File: src/hw/rtl/rse_pkg.sv
`default_nettype none

package rse_pkg;

    // Cell count of the parity chain, and the legal range of the parity count
    localparam int MAX_PARITY_DEF = 32;
    localparam int EC_MIN         = 7;
    localparam int EC_MAX         = 30;
    localparam int EC_WIDTH       = 5;
    localparam logic [EC_WIDTH-1:0] EC_RESET = 5'd10;

    // Low byte of the field polynomial x^8+x^4+x^3+x^2+1
    localparam logic [7:0] GF_POLY_LO = 8'h1D;

    typedef enum logic [1:0] {
        S_CLEAR,
        S_DERIVE,
        S_RUN
    } t_state;

    // Control broadcast from the sequencer to every cell of the chain
    typedef struct packed {
        logic       clear;
        logic       gen_step;
        logic       rem_step;
        logic       rem_zero;
        logic       par_load;
        logic       par_shift;
        logic [7:0] fb;
        logic [7:0] root;
    } t_cell_ctrl;

    function automatic logic [7:0] gf_xtime(input logic [7:0] a);
        return {a[6:0], 1'b0} ^ (a[7] ? GF_POLY_LO : 8'h00);
    endfunction

    function automatic logic [7:0] gf_mul(input logic [7:0] a, input logic [7:0] b);
        logic [7:0] x;
        logic [7:0] p;
        x = a;
        p = 8'h00;
        for (int i = 0; i < 8; i++) begin
            if (b[i]) begin
                p = p ^ x;
            end
            x = gf_xtime(x);
        end
        return p;
    endfunction

endpackage

`default_nettype wire

File: src/hw/rtl/rse_cell.sv
`default_nettype none

// One stage of the parity chain: a remainder byte, a generator coefficient
// and a byte of the parity shift-out line.
module rse_cell (
    input  wire                      i_clk,
    input  wire rse_pkg::t_cell_ctrl i_ctrl,
    input  wire  [7:0]               i_rem_lo,
    input  wire  [7:0]               i_gen_hi,
    input  wire  [7:0]               i_par_lo,
    output logic [7:0]               o_rem,
    output logic [7:0]               o_gen,
    output logic [7:0]               o_par
);

    logic [7:0] r_rem;
    logic [7:0] r_gen;
    logic [7:0] r_par;
    logic [7:0] n_rem;
    logic [7:0] n_gen;

    assign n_rem = i_rem_lo ^ rse_pkg::gf_mul(i_ctrl.fb, r_gen);
    // Multiply the partial generator by (x + root): take the upper neighbour
    assign n_gen = r_gen ^ rse_pkg::gf_mul(i_ctrl.root, i_gen_hi);

    always_ff @(posedge i_clk) begin
        if (i_ctrl.clear) begin
            r_rem <= 8'h00;
            r_gen <= 8'h00;
        end else begin
            if (i_ctrl.gen_step) begin
                r_gen <= n_gen;
            end
            if (i_ctrl.rem_step) begin
                r_rem <= i_ctrl.rem_zero ? 8'h00 : n_rem;
            end
        end
        if (i_ctrl.par_load) begin
            r_par <= n_rem;
        end else if (i_ctrl.par_shift) begin
            r_par <= i_par_lo;
        end
    end

    assign o_rem = r_rem;
    assign o_gen = r_gen;
    assign o_par = r_par;

endmodule

`default_nettype wire

File: config.mk
export PLATFORM = sky130hd
export DESIGN_NAME = rse_cell
export DESIGN_NICKNAME = d
export VERILOG_FILES = /design/src/hw/rtl/rse_pkg.sv /design/src/hw/rtl/rse_cell.sv
export SDC_FILE = /design/constraint.sdc
export NUM_CORES = 1
export LEC_CHECK = 0
export BUFFER_PORTS_ARGS = -buffer_cell sky130_fd_sc_hd__buf_2
export CORE_MARGIN = 5
export CORE_UTILIZATION = 35
export CTS_CLUSTER_DIAMETER = 50
export DETAILED_ROUTE_END_ITERATION = 8
export PLACE_DENSITY_LB_ADDON = 0.08
export SYNTH_ARGS = -nofsm -noshare
export SYNTH_HDL_FRONTEND = slang
export SYNTH_SLANG_ARGS = --single-unit
File: constraint.sdc
create_clock -name i_clk -period 2.1 [get_ports i_clk]
set_clock_uncertainty 0.15 [all_clocks]
set_input_delay 0 -clock i_clk [delete_from_list [all_inputs] [get_ports i_clk]]
set_output_delay 0 -clock i_clk [all_outputs]
set_load 0.05 [all_outputs]
Yosys cells after proc, flatten, opt, wreduce, memory -nomap -nowiden
Cells that the tools add are included.
{"block": "word_totals", "input_bits": 47, "ff_bits": 24, "out_inout_bits": 24, "elab_cells": 67}
{"block": "classes", "n_reduce_logical": 1, "muxes": 33, "n_bitwise": 30}
{"operator": "2-to-1 mux 8 bit", "n": 19}
{"operator": "bitwise XOR 8 bit", "n": 16}
{"operator": "bitwise XOR 8 x 5 -> 8 bit", "n": 14}
{"operator": "2-to-1 mux 5 bit", "n": 14}
{"operator": "nonzero test 2 bit", "n": 1}

Longest topological paths before layout
Gate-level depths: netlist (run 1).
{"block": "logic_depth", "ltp_word": 18, "ltp_mapped": 9, "depth_no_buf": 7}

Least setup slack after synthesis (run 1)
No wires, ideal clock.
{"block": "synth_path", "path_type": "flip-flop to flip-flop", "start": "register r_gen[5], in the netlist o_gen[5]", "end": "register r_par[0], in the netlist o_par[0] (data pin)", "synth_period_minus_slack_ps": 2676, "path_slack_ps": -576, "stages_incl_launch_ff": 7, "setup_time_ps": 260, "arrival_time_ps": 2266, "path_buffers": 1, "t_required_ps": 1690, "path_cell_list": "dfxtp_1 clkbuf_1 mux2_2 a22oi_1 xnor3_1 xnor2_1 mux2_2"}
{"block": "synth_between", "elab_chain_len": 7}
{"element": "start: declaration", "line_no": "rse_cell.sv:17", "rtl": "logic [7:0] r_gen;"}
{"element": "start signal: assignment", "line_no": "rse_cell.sv:32", "rtl": "r_gen <= n_gen;"}
{"element": "2-to-1 mux 8 bit *", "line_no": "rse_pkg.sv:43", "rtl": "if (b[i]) begin"}
{"element": "bitwise XOR 8 bit", "line_no": "rse_pkg.sv:44", "rtl": "p = p ^ x;"}
{"element": "2-to-1 mux 8 bit *", "line_no": "rse_pkg.sv:43"}
{"element": "bitwise XOR 8 bit", "line_no": "rse_pkg.sv:44"}
{"element": "2-to-1 mux 8 bit *", "line_no": "rse_pkg.sv:43"}
{"element": "bitwise XOR 8 bit *", "line_no": "rse_cell.sv:22", "rtl": "assign n_rem = i_rem_lo ^ rse_pkg::gf_mul(i_ctrl.fb, r_gen);"}
{"element": "2-to-1 mux 8 bit *", "line_no": "rse_cell.sv:38", "rtl": "if (i_ctrl.par_load) begin"}
{"element": "end signal: assignment", "line_no": "rse_cell.sv:39", "rtl": "r_par <= n_rem;"}
{"element": "end signal: assignment", "line_no": "rse_cell.sv:41", "rtl": "r_par <= i_par_lo;"}
{"element": "end: declaration", "line_no": "rse_cell.sv:18", "rtl": "logic [7:0] r_par;"}
Every way passes the cells marked *; elsewhere a longest branch is shown, timed or not.
A chain may end at the register's enable or synchronous reset.

Worst setup path in the final report (run 1)
{"block": "layout_path", "start": "register r_gen[1], in the netlist o_gen[1]", "end": "register r_par[2], in the netlist o_par[2] (data pin)"}
{"block": "layout_between", "elab_chain_len": 15}
{"element": "2-to-1 mux 8 bit *", "line_no": "rse_pkg.sv:43"}
{"element": "bitwise XOR 8 bit", "line_no": "rse_pkg.sv:44"}
{"element": "2-to-1 mux 8 bit *", "line_no": "rse_pkg.sv:43"}
{"element": "bitwise XOR 8 bit", "line_no": "rse_pkg.sv:44"}
{"element": "2-to-1 mux 8 bit *", "line_no": "rse_pkg.sv:43"}
{"element": "bitwise XOR 8 bit", "line_no": "rse_pkg.sv:44"}
{"element": "2-to-1 mux 8 bit *", "line_no": "rse_pkg.sv:43"}
{"element": "bitwise XOR 8 bit", "line_no": "rse_pkg.sv:44"}
{"element": "2-to-1 mux 8 bit *", "line_no": "rse_pkg.sv:43"}
{"element": "bitwise XOR 8 bit", "line_no": "rse_pkg.sv:44"}
{"element": "2-to-1 mux 8 bit *", "line_no": "rse_pkg.sv:43"}
{"element": "bitwise XOR 8 bit", "line_no": "rse_pkg.sv:44"}
{"element": "2-to-1 mux 8 bit *", "line_no": "rse_pkg.sv:43"}
{"element": "bitwise XOR 8 bit *", "line_no": "rse_cell.sv:22"}
{"element": "2-to-1 mux 8 bit *", "line_no": "rse_cell.sv:38"}
Marked as above.

==> results.json, run 1 <==
{
  "synth_nets": 474,
  "final_cell_count_no_fill": 660,
  "syn_area_um2": 3603,
  "final.min_clock_period_ns": 2.098,
  "coreArea_um2": 10180,
  "num_vias": 3040,
  "grt_pass1_wl_um": 16060,
  "grt_start_max_net_pins": 22,
  "fp.dieH_um": 111.5,
  "dpl.cell_count": 641,
  "slew_headroom": 0.5519,
  "worst_setup_path_end_kind": "flop",
  "numClockSinks": 24,
  "cts_max_level": 1,
  "clkTransAtPathRegs_ns": 0.09,
  "switching_share": 0.4564,
  "holdWs_ns": 0.01080,
  "p_sw_uw": 2137,
  "hold_class": "in -> reg",
  "final_antenna_net_count": 0,
  "cp-start-kind": "flop",
  "slowest_delay_ns": 0.47,
  "grt-ovfl-total": 0,
  "drt_iter0_drc": 135,
  "antenna_found_initial": 0,
  "setup_viol": 0,
  "maxCapViolCount": 0,
  "placed_cell_area_um2": 4297,
  "ys_ff_latch": 24,
  "path_delay_family": "XOR/XNOR gates",
  "ctsLongestPathBuffers": 2,
  "placementRows": 37,
  "status": "completed",
  "power_frac_seq": 0.189,
  "drc": 0,
  "clockPowerShare": 0.087,
  "max-vdd-ir-drop_mv": 0.6842,
  "hold_viol_final": 0,
  "crit_buf_inv": 0,
  "cp.arrival_ns": 1.97,
  "required_ns": 1.97,
  "ys_types": 37,
  "slowest_stage": "xnor3_1",
  "fin_crit_sh": 0.9991,
  "grt_use_total": 0.1567,
  "num-fill-cells": 1035,
  "nNetsFinal": 572,
  "ys_seq_area_frac": 0.1556,
  "num_io_pins": 71,
  "gp_congestion": 0.8114,
  "drive_gt1_frac": 0.3263,
  "postLayoutCellArea_um2": 4599,
  "grt_pass1_vias": 3052,
  "area_growth_pct": 27.64,
  "wl_per_cell_um": 14.97,
  "cts-root-buf": "clkbuf_8",
  "cts_inserted_buffers": 3,
  "drt_first_pass_iters": 4,
  "crit_fanout": 5,
  "avgSynthCellArea_um2": 8.439,
  "clock.fmax_ghz": 0.4766,
  "internal-power_uw": 2546,
  "initial_utilization": 0.3538,
  "path_cells": "mux2i_2 > o22ai_1 > xnor2_1 > xnor3_1 > mux2_2",
  "via_per_inst": 4.606,
  "rsz0062_at_grt": "true",
  "synth_cells": 427,
  "p_leak_uw": 0.002058,
  "cts_tree": "yes",
  "port_buffers": 70,
  "insertion_delay_ns": 0.26,
  "worstMarginPinSlew_ns": 0.6708,
  "n_antenna_cell": 0,
  "yosysWarnings": 0,
  "fp.dieArea_um2": 12420,
  "slew_violations": 0,
  "power_frac_comb": 0.725,
  "path_class": "reg -> reg",
  "wl_um": 9882,
  "powerDensity_nw_per_um2": 1018,
  "die_w_um": 111.5,
  "place_hpwl_um": 7826
}
## layer usage
layer | vias up | global-route usage | wire length, um
met1 | 1422 | 0.2414 | 5185
li1 | 1549 | - | -
met5 | - | 0 | 0
met4 | 0 | 0.01217 | 27
met3 | 2 | 0.02337 | 408
met2 | 67 | 0.2409 | 4260
## Yosys cell counts (all sizes together)
| master | n | area share |
|---|---|---|
| a211oi | 1 | 0.0021 |
| o21ai | 5 | 0.0069 |
| nor2b | 11 | 0.019 |
| clkbuf | 19 | 0.020 |
| xnor3 | 21 | 0.13 |
| or2 | 2 | 0.0035 |
| mux2i | 4 | 0.011 |
| xor2 | 38 | 0.11 |
| nand3 | 1 | 0.0014 |
| xor3 | 3 | 0.020 |
| nor2 | 14 | 0.015 |
| o22ai | 1 | 0.0017 |
| nor4 | 2 | 0.0052 |
| edfxtp | 8 | 0.067 |
| nor3 | 3 | 0.0042 |
| buf | 19 | 0.038 |
| nand2b | 10 | 0.017 |
| mux2 | 10 | 0.031 |
| dfxtp | 16 | 0.089 |
| inv | 3 | 0.0031 |
| xnor2 | 90 | 0.23 |
| or3 | 2 | 0.0035 |
| nand2 | 110 | 0.11 |
| a31o | 5 | 0.012 |
| nor3b | 3 | 0.0062 |
| a22oi | 4 | 0.0083 |
| a21o | 1 | 0.0021 |
| a21oi | 21 | 0.030 |
## logic make-up (layout without fill, tap and decap cells)
family,count (synthesis),in the layout,synth area share
AOI/OAI and AO/OA,38,38,0.06354
xor gates and xnor gates,152,152,0.4875
buffers and inverters,41,138,0.06145
DFF,24,24,0.1556
muxes,14,14,0.04236
and+or+nand+nor,158,158,0.1896
## placed cells by master, fill, tap and decap left out, drive strengths merged, types with 4 or more instances in the layout
master,count
mux2i,4
nand2,110
o21ai,5
a21oi,21
nor2,14
mux2,10
xnor2,90
xnor3,21
a31o,5
xor2,38
clkbuf,4
buf,120
dlygate4sd3,10
nand2b,10
dfxtp,16
a22oi,4
edfxtp,8
nor2b,11
## tightest hold or removal path, stage by stage
cell and delay [ns]:
buf_2 0.16, nor2b_1 0.12, a21oi_1 0.05, nor2_1 0.07
## what timing repair did
action,4_1_cts,5_1_grt
setup endpoints to repair,2,6
buffers inserted,2,2
resized for setup,2,11
pin swaps,2,4
hold buffers,10,0
endpoints found under the hold margin,16,0
cloned,0,1
## power by group through the flow
stage	clock network [uW]	logic [uW]	registers, uW
floorplan	0	1890	1400
global placement	0	3130	895
detailed placement	0	3170	898
CTS	414	3240	881
global route	432	3650	921
finish	405	3390	884
## cell type report
class                   count  area [um^2]  share of cell area
multi-input cells         362         2875              0.6251
flip-flops and latches     24        588.1              0.1279
repair buffers            131        883.3              0.1921
clock buffers               3        41.29            0.008977
inverters                   3        11.26            0.002448
well taps                 136        170.2             0.03700
clock inverters             1        30.03            0.006529
## state kept, by name (all words and copies together), names as in the netlist
| name | count |
|---|---|
| o_gen | 8 |
| o_par | 8 |
| o_rem | 8 |
## per-stage QoR
stage                TNS (ns)    util  setup WS (ns)  total power, uW
floorplan            -0.04893       -       -0.04893             3292
global placement      -0.2542  0.4219       -0.07729             4027
detailed placement    -0.3836  0.4219        -0.1374             4068
CTS                 -0.004584  0.4423      -0.004584             4535
global route          -0.1084  0.4516       -0.04364             5005
finish                      0  0.4516       0.001934             4683
## worst paths after layout
path | startpoint | end | slack, ns | cells after the start
max | o_gen[1] | o_par[2] | 0.002 | 5
min | i_ctrl[19] | o_rem[0] | 0.01 | 4
max reg2reg | o_gen[1] | o_par[2] | 0.002 | 5
min reg2reg | o_gen[1] | o_gen[1] | 0.40 | 2
Power figures use the tool's default switching activity.
==> inputs of run 2 (changes only) <==
Settings changed: CTS_CLUSTER_DIAMETER 50 to not set, PLACE_DENSITY set to 0.64, PLACE_DENSITY_LB_ADDON 0.08 to not set, SLEW_MARGIN set to 20.
==> run 2 against run 1 <==
Compared with the run above: setup slack improved by 0.041 ns; core utilization fell by 1.5 points; largest cell class unchanged; register-to-register slack improved by 0.04 ns.
==> results.json, run 2 (synthesis gave the netlist of run 1 again) <==
{
  "internal-power_uw": 2409,
  "rsz0062_at_grt": "true",
  "slowest_stage": "dfxtp_4",
  "place_ws_ns": -0.08154,
  "wl_um": 9232,
  "clock.fmax_ghz": 0.4861,
  "ctsLongestPathBuffers": 2,
  "hold_class": "in -> reg",
  "max-vdd-ir-drop_mv": 0.4547,
  "final_antenna_net_count": 0,
  "num_vias": 3051,
  "insertion_delay_ns": 0.26,
  "grt_pass1_wl_um": 15060,
  "drive_gt1_frac": 0.2996,
  "postLayoutCellArea_um2": 4443,
  "worstMarginPinSlew_ns": 0.5834,
  "cts_inserted_buffers": 3,
  "tns_ns": 0,
  "maxCapViolCount": 0,
  "cts-root-buf": "clkbuf_8",
  "port_buffers": 70,
  "path_class": "reg -> reg",
  "placed_cell_area_um2": 4244,
  "status": "completed",
  "place_hpwl_um": 7439,
  "final_common_cell": "nand2_1",
  "clockPowerShare": 0.090,
  "layout_common_cells": "nand2_1 (110), xnor2_1 (86), buf_2 (70)",
  "power_frac_comb": 0.715,
  "area_growth_pct": 23.30,
  "drt_iter0_drc": 164,
  "hold_viol_final": 0,
  "cpMostUsedCell": "xnor2_1",
  "wl_per_cell_um": 14.20,
  "placementRows": 37,
  "clkTransAtPathRegs_ns": 0.09,
  "nNetsFinal": 562,
  "coreArea_um2": 10180,
  "antenna_found_initial": 0,
  "power_frac_seq": 0.195,
  "worst_setup_path_end_kind": "flop",
  "numClockSinks": 24,
  "path_cells": "buf_4 > nand2_1 > xor2_1 > xnor2_1 > xnor2_1 > xnor3_1 > mux2_2",
  "cp-start-kind": "flop",
  "setup_viol": 0,
  "fp.dieArea_um2": 12420,
  "fp.dieH_um": 111.5,
  "grt_use_total": 0.1459,
  "num_io_pins": 71,
  "slowest_delay_ns": 0.39,
  "drc": 0,
  "fin_crit_sh": 0.9796,
  "gp_congestion": 0.8750,
  "cts_tree": "yes",
  "slew_headroom": 0.6103,
  "reg2reg_depth": 7,
  "switching_share": 0.4625,
  "n_antenna_cell": 0,
  "power_uw": 4482,
  "initial_utilization": 0.3538,
  "grt-ovfl-total": 0,
  "cts_max_level": 1,
  "crit_fanout": 10,
  "via_per_inst": 4.694,
  "holdWs_ns": 0.01112,
  "setup_ws_ns": 0.04293,
  "required_ns": 1.97,
  "drt_first_pass_iters": 4,
  "final.min_clock_period_ns": 2.057,
  "grt_pass1_vias": 3050,
  "p_sw_uw": 2073,
  "grt_start_max_net_pins": 22,
  "num-fill-cells": 1024,
  "p_leak_uw": 0.001970,
  "whs_path_depth": 4,
  "powerDensity_nw_per_um2": 1009,
  "die_w_um": 111.5,
  "cp.arrival_ns": 1.93,
  "slew_violations": 0
}
## run 2: per-layer routing
metal  global-route usage  vias up  wire length [um]
li1                     -     1528                 -
met1               0.1972     1450              4146
met2               0.2485       61              4543
met3              0.02391       12               406
met4              0.02595        0               136
met5                    0        -                 0
## run 2: stage by stage
step | utilization | cells
2_1_floorplan | - | 427
3_3_place_gp | 0.4167 | 634
3_5_place_dp | 0.4167 | 634
4_1_cts | 0.4335 | 648
5_1_grt | 0.4362 | 650
6_report | 0.4362 | 650
## run 2: worst max-delay path, delay by kind of cell, from the launching register on
family	cells	cell delay, ns
xor gates and xnor gates	4	0.79
and+or+nand+nor	1	0.06
muxes	1	0.29
DFF	1	0.39
buffers and inverters	1	0.14
## run 2: what timing repair did
action | 4_1_cts | 5_1_grt
resized for setup | 0 | 2
hold endpoints to repair | 18 | 0
hold buffers | 10 | 0
buffers inserted | 0 | 2
endpoints found under the setup margin | 0 | 4
## run 2: path summary, 6_finish.rpt
kind                                 start       end  slack [ns]
worst max-delay path              o_gen[0]  o_par[3]        0.04
worst min-delay path            i_ctrl[19]  o_rem[5]        0.01
worst max register to register    o_gen[0]  o_par[3]        0.04
worst min register to register    o_gen[0]  o_gen[0]        0.41
## run 2: cell type report
cell class	count	area [um^2]	area share
clock buffer	3	41.29	0.009293
clock inverter	1	30.03	0.006759
inverter	3	11.26	0.002534
multi-input combinational	362	2834	0.6378
sequential	24	585.6	0.1318
tap	136	170.2	0.03830
timing repair buffer	121	770.7	0.1735
## run 2: power by group through the flow
stage / clock network [uW] / logic [uW] / registers (uW)
after global routing: 429 / 3420 / 899
after global placement: 0 / 3110 / 876
after detailed placement: 0 / 3150 / 886
final: 403 / 3210 / 873
after CTS: 414 / 3180 / 874
after floorplan: 0 / 1890 / 1400
